`config.mk`:
```
export PLATFORM = sky130hd
export DESIGN_NAME = text_request_line_parser
export DESIGN_NICKNAME = d
export VERILOG_FILES = /design/src/hdl/tlp_pkg.sv /design/src/hdl/tlp_in_stage.sv /design/src/hdl/tlp_parser.sv /design/src/hdl/text_request_line_parser.sv
export SDC_FILE = /design/constraint.sdc
export NUM_CORES = 1
export LEC_CHECK = 0
export BUFFER_PORTS_ARGS = -buffer_cell sky130_fd_sc_hd__buf_2
export CORE_MARGIN = 1
export CORE_UTILIZATION = 55
export CTS_CLUSTER_DIAMETER = 60
export CTS_CLUSTER_SIZE = 14
export DETAILED_ROUTE_END_ITERATION = 10
export GPL_ROUTABILITY_DRIVEN = 0
export HOLD_SLACK_MARGIN = 0.1
export PLACE_DENSITY = 0.81
export SETUP_SLACK_MARGIN = 0.3
export SYNTH_ARGS = -nofsm -noshare
export SYNTH_HDL_FRONTEND = slang
export SYNTH_SLANG_ARGS = --single-unit
```
`constraint.sdc`:
```
create_clock -name clock -period 7.62 [get_ports clock]
set_clock_uncertainty 0.1 [all_clocks]
set_input_delay 1.143 -clock clock [delete_from_list [all_inputs] [get_ports clock]]
set_output_delay 1.143 -clock clock [all_outputs]
set_load 0.02 [all_outputs]
```
`src/hdl/tlp_pkg.sv`:
```
// Shared types, constants and character tables for the request line parser.
// Used by tlp_in_stage, tlp_parser and text_request_line_parser.
package tlp_pkg;

   // sizing
   localparam int MAX_PATH = 2048;
   localparam int NUM_BITS = 31;
   localparam int ACC_W    = NUM_BITS;
   localparam int SUM_W    = ACC_W + 4;
   localparam int PATH_W   = $clog2(MAX_PATH);
   localparam int RANGE_W  = 31;
   localparam int KW_LEN   = 12;
   localparam int RW_LEN   = 6;

   localparam int REQ_TDATA_W = 8;
   localparam int RSP_TDATA_W = 80;

   // status codes
   localparam logic [1:0] ST_OK     = 2'd0;
   localparam logic [1:0] ST_BAD    = 2'd1;
   localparam logic [1:0] ST_CLOSED = 2'd2;

   // result kinds
   localparam logic KIND_PATH   = 1'b0;
   localparam logic KIND_FINISH = 1'b1;

   // register indexes
   localparam logic CSR_LOCAL_ADDRESS = 1'b0;
   localparam logic CSR_LOCAL_PORT    = 1'b1;

   localparam logic [31:0] LOCAL_ADDRESS_RESET = 32'h7F00_0001;
   localparam logic [15:0] LOCAL_PORT_RESET    = 16'd55555;

   // characters
   localparam logic [7:0] CH_NL    = 8'h0A;
   localparam logic [7:0] CH_ZERO  = "0";
   localparam logic [7:0] CH_NINE  = "9";
   localparam logic [7:0] CH_DOT   = ".";
   localparam logic [7:0] CH_COLON = ":";
   localparam logic [7:0] CH_SLASH = "/";
   localparam logic [7:0] CH_DASH  = "-";
   localparam logic [7:0] CH_G     = "G";
   localparam logic [7:0] CH_I     = "I";
   localparam logic [7:0] CH_R     = "R";

   localparam logic [7:0] KW_GET [KW_LEN] =
      '{"G", "E", "T", " ", "m", "h", "t", "t", "p", ":", "/", "/"};
   localparam logic [7:0] KW_INF [KW_LEN] =
      '{"I", "N", "F", " ", "m", "h", "t", "t", "p", ":", "/", "/"};
   localparam logic [7:0] RANGE_WORD [RW_LEN] = '{"R", "a", "n", "g", "e", " "};

   // one request byte
   typedef struct packed {
      logic [7:0] rx_byte;
      logic       peer_closed;
   } req_beat_type;

   // one result item
   typedef struct packed {
      logic               kind;
      logic [7:0]         path_byte;
      logic [1:0]         status;
      logic               req_type;
      logic               range_given;
      logic [RANGE_W-1:0] range_first;
      logic               last_given;
      logic [RANGE_W-1:0] range_last;
   } rsp_beat_type;

endpackage

```
`src/hdl/tlp_in_stage.sv`:
```
// Input register stage of the request line parser: holds one request beat.
// Depends on tlp_pkg for the beat type.
module tlp_in_stage
   import tlp_pkg::*;
(
   input  logic                   clock,
   input  logic                   reset,
   input  logic                   req_tvalid,
   output logic                   req_tready,
   input  logic [REQ_TDATA_W-1:0] req_tdata,   // [7:0] rx_byte
   input  logic                   req_tuser,   // [0] peer_closed
   output logic                   out_valid,
   input  logic                   out_ready,
   output req_beat_type           out_beat
);

   logic         valid_ff;
   req_beat_type beat_ff;

   // take a new beat when empty or when the held one moves on
   assign req_tready = !valid_ff || out_ready;

   always_ff @(posedge clock) begin
      if (reset) begin
         valid_ff <= 1'b0;
      end else if (req_tvalid && req_tready) begin
         valid_ff <= 1'b1;
      end else if (out_ready) begin
         valid_ff <= 1'b0;
      end
   end

   always_ff @(posedge clock) begin
      if (req_tvalid && req_tready) begin
         beat_ff.rx_byte     <= req_tdata[7:0];
         beat_ff.peer_closed <= req_tuser;
      end
   end

   assign out_valid = valid_ff;
   assign out_beat  = beat_ff;

endmodule

```
`src/hdl/tlp_parser.sv`:
```
// Grammar state machine and result register of the request line parser.
// Depends on tlp_pkg for types, character tables and sizing constants.
module tlp_parser
   import tlp_pkg::*;
(
   input  logic         clock,
   input  logic         reset,
   input  logic         in_valid,
   output logic         in_ready,
   input  req_beat_type in_beat,
   input  logic [31:0]  local_address,
   input  logic [15:0]  local_port,
   output logic         rsp_valid,
   input  logic         rsp_ready,
   output rsp_beat_type rsp_beat
);

   // parse phases
   localparam logic [3:0] PH_KEYWORD    = 4'd0;
   localparam logic [3:0] PH_OCTET      = 4'd1;
   localparam logic [3:0] PH_PORT       = 4'd2;
   localparam logic [3:0] PH_PATH       = 4'd3;
   localparam logic [3:0] PH_AFTER_PATH = 4'd4;
   localparam logic [3:0] PH_RANGE_WORD = 4'd5;
   localparam logic [3:0] PH_FIRST      = 4'd6;
   localparam logic [3:0] PH_AFTER_DASH = 4'd7;
   localparam logic [3:0] PH_LAST       = 4'd8;
   localparam logic [3:0] PH_BLANK      = 4'd9;

   localparam logic [SUM_W-1:0] LIMIT_OCTET = SUM_W'(255);
   localparam logic [SUM_W-1:0] LIMIT_PORT  = SUM_W'(65535);
   localparam logic [SUM_W-1:0] LIMIT_RANGE = {4'b0, {ACC_W{1'b1}}};

   logic [3:0]        phase_ff, phase_in;
   logic [3:0]        match_ff, match_in;
   logic [ACC_W-1:0]  acc_ff, acc_in;
   logic              have_digit_ff, have_digit_in;
   logic [1:0]        octet_ff, octet_in;
   logic [23:0]       addr_ff, addr_in;
   logic [PATH_W-1:0] path_cnt_ff, path_cnt_in;
   logic              type_ff, type_in;
   logic [ACC_W-1:0]  first_ff, first_in;
   logic [1:0]        flags_ff, flags_in;

   logic              rsp_valid_ff;
   rsp_beat_type      rsp_ff;
   rsp_beat_type      rsp_in;
   logic              emit;
   logic              go;

   // shared decimal digit step
   logic [7:0]        rx;
   logic [7:0]        digit_raw;
   logic              is_digit;
   logic [SUM_W-1:0]  sum;
   logic [SUM_W-1:0]  limit;
   logic              digit_ok;
   logic [31:0]       addr_full;

   assign rx        = in_beat.rx_byte;
   assign digit_raw = rx - CH_ZERO;
   assign is_digit  = (rx >= CH_ZERO) && (rx <= CH_NINE);
   assign sum       = {acc_ff, 3'b000} + {2'b00, acc_ff, 1'b0} + SUM_W'(digit_raw[3:0]);
   assign addr_full = {addr_ff, acc_ff[7:0]};

   always_comb begin
      unique case (phase_ff)
         PH_OCTET: limit = LIMIT_OCTET;
         PH_PORT:  limit = LIMIT_PORT;
         default:  limit = LIMIT_RANGE;
      endcase
   end

   // no leading zero and no overflow past the field limit
   assign digit_ok = !(have_digit_ff && (acc_ff == '0)) && (sum <= limit);

   assign in_ready = !rsp_valid_ff || rsp_ready;
   assign go       = in_valid && in_ready;

   // next state and result for one beat
   always_comb begin
      logic       fin;
      logic [1:0] fin_status;
      logic       fin_ok;

      phase_in      = phase_ff;
      match_in      = match_ff;
      acc_in        = acc_ff;
      have_digit_in = have_digit_ff;
      octet_in      = octet_ff;
      addr_in       = addr_ff;
      path_cnt_in   = path_cnt_ff;
      type_in       = type_ff;
      first_in      = first_ff;
      flags_in      = flags_ff;
      fin           = 1'b0;
      fin_status    = ST_OK;
      emit          = 1'b0;

      rsp_in.kind        = KIND_PATH;
      rsp_in.path_byte   = rx;
      rsp_in.status      = ST_OK;
      rsp_in.req_type    = type_ff;
      rsp_in.range_given = 1'b0;
      rsp_in.range_first = '0;
      rsp_in.last_given  = 1'b0;
      rsp_in.range_last  = '0;

      if (in_beat.peer_closed) begin
         fin        = 1'b1;
         fin_status = ST_CLOSED;
      end else begin
         unique case (phase_ff)
            PH_KEYWORD: begin
               if (match_ff == '0) begin
                  priority if (rx == CH_G) begin
                     type_in = 1'b0;
                  end else if (rx == CH_I) begin
                     type_in = 1'b1;
                  end else begin
                     fin        = 1'b1;
                     fin_status = ST_BAD;
                  end
               end else if (rx != (type_ff ? KW_INF[match_ff] : KW_GET[match_ff])) begin
                  fin        = 1'b1;
                  fin_status = ST_BAD;
               end
               if (match_ff == 4'(KW_LEN - 1)) begin
                  phase_in = PH_OCTET;
                  match_in = '0;
               end else begin
                  match_in = match_ff + 4'd1;
               end
            end
            PH_OCTET: begin
               priority if (is_digit) begin
                  if (digit_ok) begin
                     acc_in        = sum[ACC_W-1:0];
                     have_digit_in = 1'b1;
                  end else begin
                     fin        = 1'b1;
                     fin_status = ST_BAD;
                  end
               end else if (!have_digit_ff) begin
                  fin        = 1'b1;
                  fin_status = ST_BAD;
               end else if (octet_ff != 2'd3) begin
                  if (rx != CH_DOT) begin
                     fin        = 1'b1;
                     fin_status = ST_BAD;
                  end
                  addr_in       = addr_full[23:0];
                  octet_in      = octet_ff + 2'd1;
                  acc_in        = '0;
                  have_digit_in = 1'b0;
               end else begin
                  // fourth octet closes the address
                  if ((rx != CH_COLON) || (addr_full != local_address)) begin
                     fin        = 1'b1;
                     fin_status = ST_BAD;
                  end
                  phase_in      = PH_PORT;
                  acc_in        = '0;
                  have_digit_in = 1'b0;
               end
            end
            PH_PORT: begin
               priority if (is_digit) begin
                  if (digit_ok) begin
                     acc_in        = sum[ACC_W-1:0];
                     have_digit_in = 1'b1;
                  end else begin
                     fin        = 1'b1;
                     fin_status = ST_BAD;
                  end
               end else if (!have_digit_ff || (rx != CH_SLASH) ||
                            (acc_ff != ACC_W'(local_port))) begin
                  fin        = 1'b1;
                  fin_status = ST_BAD;
               end else begin
                  acc_in        = '0;
                  have_digit_in = 1'b0;
                  path_cnt_in   = '0;
                  phase_in      = PH_PATH;
               end
            end
            PH_PATH: begin
               priority if (rx == CH_NL) begin
                  phase_in = PH_AFTER_PATH;
               end else if (path_cnt_ff >= PATH_W'(MAX_PATH - 1)) begin
                  fin        = 1'b1;
                  fin_status = ST_BAD;
               end else begin
                  path_cnt_in = path_cnt_ff + 1'b1;
                  emit        = 1'b1;
               end
            end
            PH_AFTER_PATH: begin
               priority if (rx == CH_NL) begin
                  fin = 1'b1;
               end else if (!type_ff && (rx == CH_R)) begin
                  match_in = 4'd1;
                  phase_in = PH_RANGE_WORD;
               end else begin
                  fin        = 1'b1;
                  fin_status = ST_BAD;
               end
            end
            PH_RANGE_WORD: begin
               if (rx != RANGE_WORD[match_ff[2:0]]) begin
                  fin        = 1'b1;
                  fin_status = ST_BAD;
               end
               if (match_ff == 4'(RW_LEN - 1)) begin
                  match_in      = '0;
                  phase_in      = PH_FIRST;
                  acc_in        = '0;
                  have_digit_in = 1'b0;
               end else begin
                  match_in = match_ff + 4'd1;
               end
            end
            PH_FIRST: begin
               priority if (is_digit) begin
                  if (digit_ok) begin
                     acc_in        = sum[ACC_W-1:0];
                     have_digit_in = 1'b1;
                  end else begin
                     fin        = 1'b1;
                     fin_status = ST_BAD;
                  end
               end else if (!have_digit_ff || (rx != CH_DASH)) begin
                  fin        = 1'b1;
                  fin_status = ST_BAD;
               end else begin
                  first_in      = acc_ff;
                  acc_in        = '0;
                  have_digit_in = 1'b0;
                  phase_in      = PH_AFTER_DASH;
               end
            end
            PH_AFTER_DASH: begin
               priority if (rx == CH_NL) begin
                  flags_in = 2'b01;
                  phase_in = PH_BLANK;
               end else if (!is_digit || !digit_ok) begin
                  fin        = 1'b1;
                  fin_status = ST_BAD;
               end else begin
                  acc_in        = sum[ACC_W-1:0];
                  have_digit_in = 1'b1;
                  phase_in      = PH_LAST;
               end
            end
            PH_LAST: begin
               priority if (is_digit) begin
                  if (digit_ok) begin
                     acc_in        = sum[ACC_W-1:0];
                     have_digit_in = 1'b1;
                  end else begin
                     fin        = 1'b1;
                     fin_status = ST_BAD;
                  end
               end else if (rx != CH_NL) begin
                  fin        = 1'b1;
                  fin_status = ST_BAD;
               end else begin
                  flags_in = 2'b11;
                  phase_in = PH_BLANK;
               end
            end
            PH_BLANK: begin
               fin        = 1'b1;
               fin_status = (rx == CH_NL) ? ST_OK : ST_BAD;
            end
            default: begin
               fin        = 1'b1;
               fin_status = ST_BAD;
            end
         endcase
      end

      // finishing result, then back to the start of a request
      if (fin) begin
         fin_ok             = (fin_status == ST_OK);
         emit               = 1'b1;
         rsp_in.kind        = KIND_FINISH;
         rsp_in.path_byte   = '0;
         rsp_in.status      = fin_status;
         rsp_in.req_type    = type_ff;
         rsp_in.range_given = fin_ok && flags_ff[0];
         rsp_in.range_first = (fin_ok && flags_ff[0]) ? RANGE_W'(first_ff) : '0;
         rsp_in.last_given  = fin_ok && flags_ff[1];
         rsp_in.range_last  = (fin_ok && flags_ff[1]) ? RANGE_W'(acc_ff) : '0;

         phase_in      = PH_KEYWORD;
         match_in      = '0;
         acc_in        = '0;
         have_digit_in = 1'b0;
         octet_in      = '0;
         addr_in       = '0;
         path_cnt_in   = '0;
         type_in       = 1'b0;
         first_in      = '0;
         flags_in      = '0;
      end else begin
         fin_ok = 1'b0;
      end
   end

   // parse state
   always_ff @(posedge clock) begin
      if (reset) begin
         phase_ff      <= PH_KEYWORD;
         match_ff      <= '0;
         acc_ff        <= '0;
         have_digit_ff <= 1'b0;
         octet_ff      <= '0;
         addr_ff       <= '0;
         path_cnt_ff   <= '0;
         type_ff       <= 1'b0;
         first_ff      <= '0;
         flags_ff      <= '0;
      end else if (go) begin
         phase_ff      <= phase_in;
         match_ff      <= match_in;
         acc_ff        <= acc_in;
         have_digit_ff <= have_digit_in;
         octet_ff      <= octet_in;
         addr_ff       <= addr_in;
         path_cnt_ff   <= path_cnt_in;
         type_ff       <= type_in;
         first_ff      <= first_in;
         flags_ff      <= flags_in;
      end
   end

   // result register
   always_ff @(posedge clock) begin
      if (reset) begin
         rsp_valid_ff <= 1'b0;
      end else if (go) begin
         rsp_valid_ff <= emit;
      end else if (rsp_ready) begin
         rsp_valid_ff <= 1'b0;
      end
   end

   always_ff @(posedge clock) begin
      if (go && emit) begin
         rsp_ff <= rsp_in;
      end
   end

   assign rsp_valid = rsp_valid_ff;
   assign rsp_beat  = rsp_ff;

endmodule

```
`src/hdl/text_request_line_parser.sv`:
```
// Top level of the request line parser: input stage, parser and local registers.
// Depends on tlp_pkg, tlp_in_stage and tlp_parser.

// Checks a text request one byte per beat: a GET or INF keyword, a dotted
// IPv4 address and port that must match csr register 0 (address, first
// octet in the top byte) and csr register 1 (port), a slash, the path, a
// newline, an optional Range line for GET and a closing blank line. Each path
// byte comes out as its own beat (tuser 0); the end of a request, a grammar
// error or a closed connection gives one finishing beat (tuser 1) with the
// status, request type and range, after which parsing starts over. The block
// takes one byte every cycle while the result side is not stalled; a byte passes
// an input register and then the result register before its result beat appears.
// Write the csr registers only while no request is in flight.
module text_request_line_parser
   import tlp_pkg::*;
(
   input  logic                   clock,
   input  logic                   reset,
   input  logic                   req_tvalid,
   output logic                   req_tready,
   input  logic [REQ_TDATA_W-1:0] req_tdata,   // [7:0] rx_byte
   input  logic                   req_tuser,   // [0] peer_closed
   output logic                   rsp_tvalid,
   input  logic                   rsp_tready,
   output logic [RSP_TDATA_W-1:0] rsp_tdata,   // path_byte, status, req_type,
                                               // range_given, range_first,
                                               // last_given, range_last, zeros
   output logic                   rsp_tuser,   // [0] kind
   input  logic                   csr_we,
   input  logic                   csr_index,
   input  logic [31:0]            csr_wdata
);

   logic         stage_valid;
   logic         stage_ready;
   req_beat_type stage_beat;
   rsp_beat_type rsp_beat;
   logic [31:0]  local_address_ff;
   logic [15:0]  local_port_ff;

   // local address and port registers
   always_ff @(posedge clock) begin
      if (reset) begin
         local_address_ff <= LOCAL_ADDRESS_RESET;
         local_port_ff    <= LOCAL_PORT_RESET;
      end else if (csr_we) begin
         unique case (csr_index)
            CSR_LOCAL_ADDRESS: local_address_ff <= csr_wdata;
            CSR_LOCAL_PORT:    local_port_ff    <= csr_wdata[15:0];
            default:           local_port_ff    <= local_port_ff;
         endcase
      end
   end

   tlp_in_stage u_in_stage (
      .clock      (clock),
      .reset      (reset),
      .req_tvalid (req_tvalid),
      .req_tready (req_tready),
      .req_tdata  (req_tdata),
      .req_tuser  (req_tuser),
      .out_valid  (stage_valid),
      .out_ready  (stage_ready),
      .out_beat   (stage_beat)
   );

   tlp_parser u_parser (
      .clock         (clock),
      .reset         (reset),
      .in_valid      (stage_valid),
      .in_ready      (stage_ready),
      .in_beat       (stage_beat),
      .local_address (local_address_ff),
      .local_port    (local_port_ff),
      .rsp_valid     (rsp_tvalid),
      .rsp_ready     (rsp_tready),
      .rsp_beat      (rsp_beat)
   );

   // pack the result beat, first field lowest
   assign rsp_tuser = rsp_beat.kind;
   assign rsp_tdata = {5'b00000,
                       rsp_beat.range_last,
                       rsp_beat.last_given,
                       rsp_beat.range_first,
                       rsp_beat.range_given,
                       rsp_beat.req_type,
                       rsp_beat.status,
                       rsp_beat.path_byte};

`ifndef SYNTH
   // a path beat never carries a status or range
   a_path_clean: assert property (@(posedge clock) disable iff (reset)
      (rsp_tvalid && (rsp_tuser == KIND_PATH)) |->
      ((rsp_beat.status == ST_OK) && !rsp_beat.range_given && !rsp_beat.last_given))
      else $error("path beat with status or range");

   // a failed request reports no range
   a_fail_no_range: assert property (@(posedge clock) disable iff (reset)
      (rsp_tvalid && (rsp_beat.status != ST_OK)) |->
      (!rsp_beat.range_given && !rsp_beat.last_given &&
       (rsp_beat.range_first == '0) && (rsp_beat.range_last == '0)))
      else $error("range reported on failed request");

   // a range end is only given with a range start
   a_last_needs_first: assert property (@(posedge clock) disable iff (reset)
      (rsp_tvalid && rsp_beat.last_given) |-> rsp_beat.range_given)
      else $error("range end without range start");

   // only GET requests carry a range
   a_range_get_only: assert property (@(posedge clock) disable iff (reset)
      (rsp_tvalid && rsp_beat.range_given) |-> !rsp_beat.req_type)
      else $error("range on INF request");
`endif

endmodule
```
==> impl_metrics.ini <==
[routing]
detail_route.first_pass.iterations = 8
drcViolationCount = 0
route.detailed.vias_per_inst = 6.24
vias = 12100
first_iter_violations = 1221
antenna_violating_nets_left = 0
wl_per_cell_um = 18.6
drt_wl_total_um = 36000

[synth]
synthesis.area_mm2 = 0.0138
ys_seq_area_share_pct = 41.7
syn-instance-count = 1549
synth_edf_count = 85
yosysWarnings = 0
synth_cell_types = 78
synth_seq_cells = 246
avgSynthCellArea_um2 = 8.94
ys_async_sr_fraction_pct = 0
synth-main-ff-cell = sky130_fd_sc_hd__dfxtp_1

[worst_setup_path]
worstPathRequired_ns = 7.81
critical_path_class = reg -> reg
worst-endpoint-arrival_ns = 7.00
r2r_slack_ns = 0.81
endpoint_kind = register
timing.rr.start = u_in_stage.out_beat[3]
setup.worst_path.start_class = register
worstPathMaxFanout = 64
startpoint_of_the_worst_setup_timing_path = u_in_stage.out_beat[3]

[sta]
grt_setup_unrepaired = false
min_period_over_period_pct = 89.4
final-max-slew-violation-count = 0
finalHoldViolations = 0
layout_min_cycle_time_ns = 6.81
finalSetupTns_ns = 0
final.hold.worst_slack_ns = 0.351
timing.final.setup_violations = 0
worst_slew_pin_slew_ns = 1.24
maxClockFrequency_mhz = 147
worst_slew_margin_rel_pct = 17.1

[clocking]
post_cts_buffers = 0
clk_root_buffer_cell = sky130_fd_sc_hd__clkbuf_16
clkTransAtPathRegs_ns = 0.07
cts_htree_levels = 1
clock_sinks = 246
clk-insertion-delay-late_ns = 0.54
ctsResizeCount = 0
tritoncts_clock_tree = yes
cts-hold-fix-buffers = 0
ctsLongestPathBuffers = 3
cts-buffers-inserted = 24

[finish]
antenna_cells_inserted = 0
syn_to_final_growth_pct = 9.88
final_layout_size_suffix_gt1_share_pct = 11.8
final_nets = 1746
final_cell_count_no_fill = 1941

[power_and_ir_drop]
p_per_area_mw_per_mm2 = 176
vdd_ir_drop_max_uv = 166
power_frac_clock_pct = 42.1
sw_frac_of_total_pct = 23.9
seq_power_share_pct = 52.6
share_comb_of_total_power_pct = 5.3
power_switching_mw = 0.640
leakagePower_nw = 6.32
internal_power_component_mw = 2.04

[die]
num_io_pins = 130
placement_rows = 57
die_h_um = 161
die-area_mm2 = 0.0258
die_width_um = 161
fp.coreArea_mm2 = 0.0245
initial_utilization_pct = 56.4

[placement]
io_buffers = 124
place_hpwl_um = 25100
cell_count_after_placement = 1900

[grt]
globalRouteMet2Util_pct = 41.8
initial_antenna_violation_count = 0
use_met1_pct = 39.7
largest_net_degree_at_the_start_of_global_routing = 77
overflow = 0
grt.total_usage_pct = 27.3
vias_in_the_first_global_route = 11100
grt_use_met3_pct = 4.16
grt_pass1_wl_um = 57400
grt_busiest_layer = met2

[worst_hold_path]
timing.hold.worst.class = reg -> reg
min_from = u_parser.first_ff[25]

[outcome]
run_status = completed

[flow_run]
maxCapViolations = 0
## state kept, by name, summed over array words and instances (netlist names)
| register | flops |
|---|---|
| u_parser.flags_ff | 2 |
| u_in_stage.out_beat | 9 |
| u_parser.type_ff | 1 |
| u_parser.path_cnt_ff | 11 |
| local_port_ff | 16 |
| u_parser.first_ff | 31 |
| u_parser.addr_ff | 24 |
| local_address_ff | 32 |
| u_parser.octet_ff | 2 |
| u_parser.have_digit_ff | 1 |
| u_parser.rsp_valid | 1 |
| u_parser.rsp_beat | 76 |
| u_parser.acc_ff | 31 |
| u_parser.match_ff | 4 |
| u_in_stage.out_valid | 1 |
| u_parser.phase_ff | 4 |
## layer usage
layer | part of all wire (%) | routed length [um] | vias to the layer above
met5 | 0 | 0 | -
met1 | 44 | 15800 | 5657
met2 | 44 | 15800 | 616
met3 | 9.9 | 3580 | 96
met4 | 2.4 | 871 | 0
li1 | - | - | 5752
## logic make-up (layout without fill, tap and decap cells)
kind of cell	after synthesis	in the layout	share of synthesized area, %
compound gates	355	355	16.7
xor+xnor	89	89	5.63
fa+ha+maj	97	97	8.87
buf+inv	138	202	4.54
flops	246	246	41.7
mux	3	3	0.226
other cells	1	5	0.0271
simple gates	620	620	22.3
## worst paths after layout
check,end,cells past startpoint
max,u_parser.rsp_beat[51],24
min,u_parser.first_ff[25],2
max reg2reg,u_parser.rsp_beat[51],24
min reg2reg,u_parser.first_ff[25],2
## critical path, cell delays in order, from the launching register on
cell,delay [ns]
sky130_fd_sc_hd__edfxtp_1,0.60
sky130_fd_sc_hd__ha_1,0.38
sky130_fd_sc_hd__ha_1,0.24
sky130_fd_sc_hd__fa_1,0.43
sky130_fd_sc_hd__a211oi_1,0.35
sky130_fd_sc_hd__o211ai_1,0.16
sky130_fd_sc_hd__a22oi_1,0.28
sky130_fd_sc_hd__a22oi_1,0.20
sky130_fd_sc_hd__a31oi_1,0.33
sky130_fd_sc_hd__nor2b_1,0.08
sky130_fd_sc_hd__nor3_1,0.20
sky130_fd_sc_hd__nor2_1,0.09
sky130_fd_sc_hd__xor2_1,0.16
sky130_fd_sc_hd__ha_1,0.30
sky130_fd_sc_hd__and4_1,0.22
sky130_fd_sc_hd__nand4_1,0.13
sky130_fd_sc_hd__nand4b_1,0.21
sky130_fd_sc_hd__o311ai_1,0.30
sky130_fd_sc_hd__o211ai_2,0.22
sky130_fd_sc_hd__o41ai_4,0.23
sky130_fd_sc_hd__buf_4,0.24
sky130_fd_sc_hd__and2_2,0.46
sky130_fd_sc_hd__nor3_4,0.07
sky130_fd_sc_hd__buf_4,0.29
sky130_fd_sc_hd__and3_1,0.27
## cells in the final DEF, fill, tap and decap left out, types with 24 or more instances in the layout
cell                        Yosys  final
sky130_fd_sc_hd__dfxtp_1      161    161
sky130_fd_sc_hd__o21ai_0       56     56
sky130_fd_sc_hd__a22o_1        32     32
sky130_fd_sc_hd__xnor2_1       66     66
sky130_fd_sc_hd__nor2_1        65     65
sky130_fd_sc_hd__clkbuf_16      0     24
sky130_fd_sc_hd__nand2_1      223    223
sky130_fd_sc_hd__nand3_1       72     72
sky130_fd_sc_hd__nand4_1       56     56
sky130_fd_sc_hd__nor3_1        29     27
sky130_fd_sc_hd__a21oi_1      127    127
sky130_fd_sc_hd__and3_1        77     77
sky130_fd_sc_hd__edfxtp_1      85     85
sky130_fd_sc_hd__a31oi_1       38     38
sky130_fd_sc_hd__ha_1          95     95
sky130_fd_sc_hd__buf_2         24    124
## cell type report
| class | instances | area (um^2) |
|---|---|---|
| fill | 2089 | 9320 |
| timing repair buffer | 136 | 723 |
| sequential | 246 | 5780 |
| inverter | 25 | 93.8 |
| clock inverter | 6 | 77.6 |
| clock buffer | 35 | 652 |
| tap | 324 | 405 |
| multi-input combinational | 1169 | 7490 |
## cell usage after synthesis, types with 7 or more instances
library cell               count  area share (%)
sky130_fd_sc_hd__a211oi_1     11            0.60
sky130_fd_sc_hd__xor2_1       23             1.5
sky130_fd_sc_hd__and2_1       14            0.63
sky130_fd_sc_hd__xnor2_1      66             4.2
sky130_fd_sc_hd__a22o_1       32             2.0
sky130_fd_sc_hd__ha_1         95             8.6
sky130_fd_sc_hd__nand3_1      72             2.6
sky130_fd_sc_hd__and3_1       77             3.5
sky130_fd_sc_hd__nand2b_1     17            0.77
sky130_fd_sc_hd__nand2_1     223             6.0
sky130_fd_sc_hd__clkbuf_1     70             1.9
sky130_fd_sc_hd__a22oi_1      13            0.70
sky130_fd_sc_hd__dfxtp_1     161              23
sky130_fd_sc_hd__o31ai_1       7            0.38
sky130_fd_sc_hd__buf_2        24            0.87
sky130_fd_sc_hd__a31oi_1      38             1.7
sky130_fd_sc_hd__inv_1        23            0.62
sky130_fd_sc_hd__edfxtp_1     85              18
sky130_fd_sc_hd__or3_1         7            0.32
sky130_fd_sc_hd__o21ai_0      56             2.0
sky130_fd_sc_hd__nor4_1       19            0.86
sky130_fd_sc_hd__a21o_1        9            0.49
sky130_fd_sc_hd__o21a_1        8            0.43
sky130_fd_sc_hd__nor2_1       65             1.8
sky130_fd_sc_hd__a21oi_1     127             4.6
sky130_fd_sc_hd__nand3b_1      9            0.49
sky130_fd_sc_hd__buf_4         9            0.49
sky130_fd_sc_hd__nor2b_1      11            0.50
sky130_fd_sc_hd__nor3_1       29             1.0
sky130_fd_sc_hd__nand4_1      56             2.5
sky130_fd_sc_hd__o211ai_1      7            0.38
## stage by stage
| step | total power [mW] | instance area [um^2] | util, % | setup slack, ns |
|---|---|---|---|---|
| 2_1_floorplan | 1.53 | 13900 | - | 0.921 |
| 3_3_place_gp | 1.57 | 14500 | 59.1 | 1.12 |
| 3_5_place_dp | 1.58 | 14500 | 59.1 | 0.926 |
| 4_1_cts | 2.68 | 15200 | 62.0 | 0.895 |
| 5_1_grt | 2.75 | 15200 | 62.0 | 0.353 |
| 6_report | 2.68 | 15200 | 62.0 | 0.808 |
## power by group through the flow
| stage | Sequential [mW] | Combinational, mW | Clock [mW] |
|---|---|---|---|
| 2_1_floorplan | 1.44 | 0.0853 | 0 |
| 3_3_place_gp | 1.43 | 0.139 | 0 |
| 3_5_place_dp | 1.44 | 0.141 | 0 |
| 4_1_cts | 1.41 | 0.142 | 1.13 |
| 5_1_grt | 1.41 | 0.156 | 1.19 |
| 6_report | 1.41 | 0.143 | 1.13 |
No activity file was read; power rests on OpenSTA's default activity.
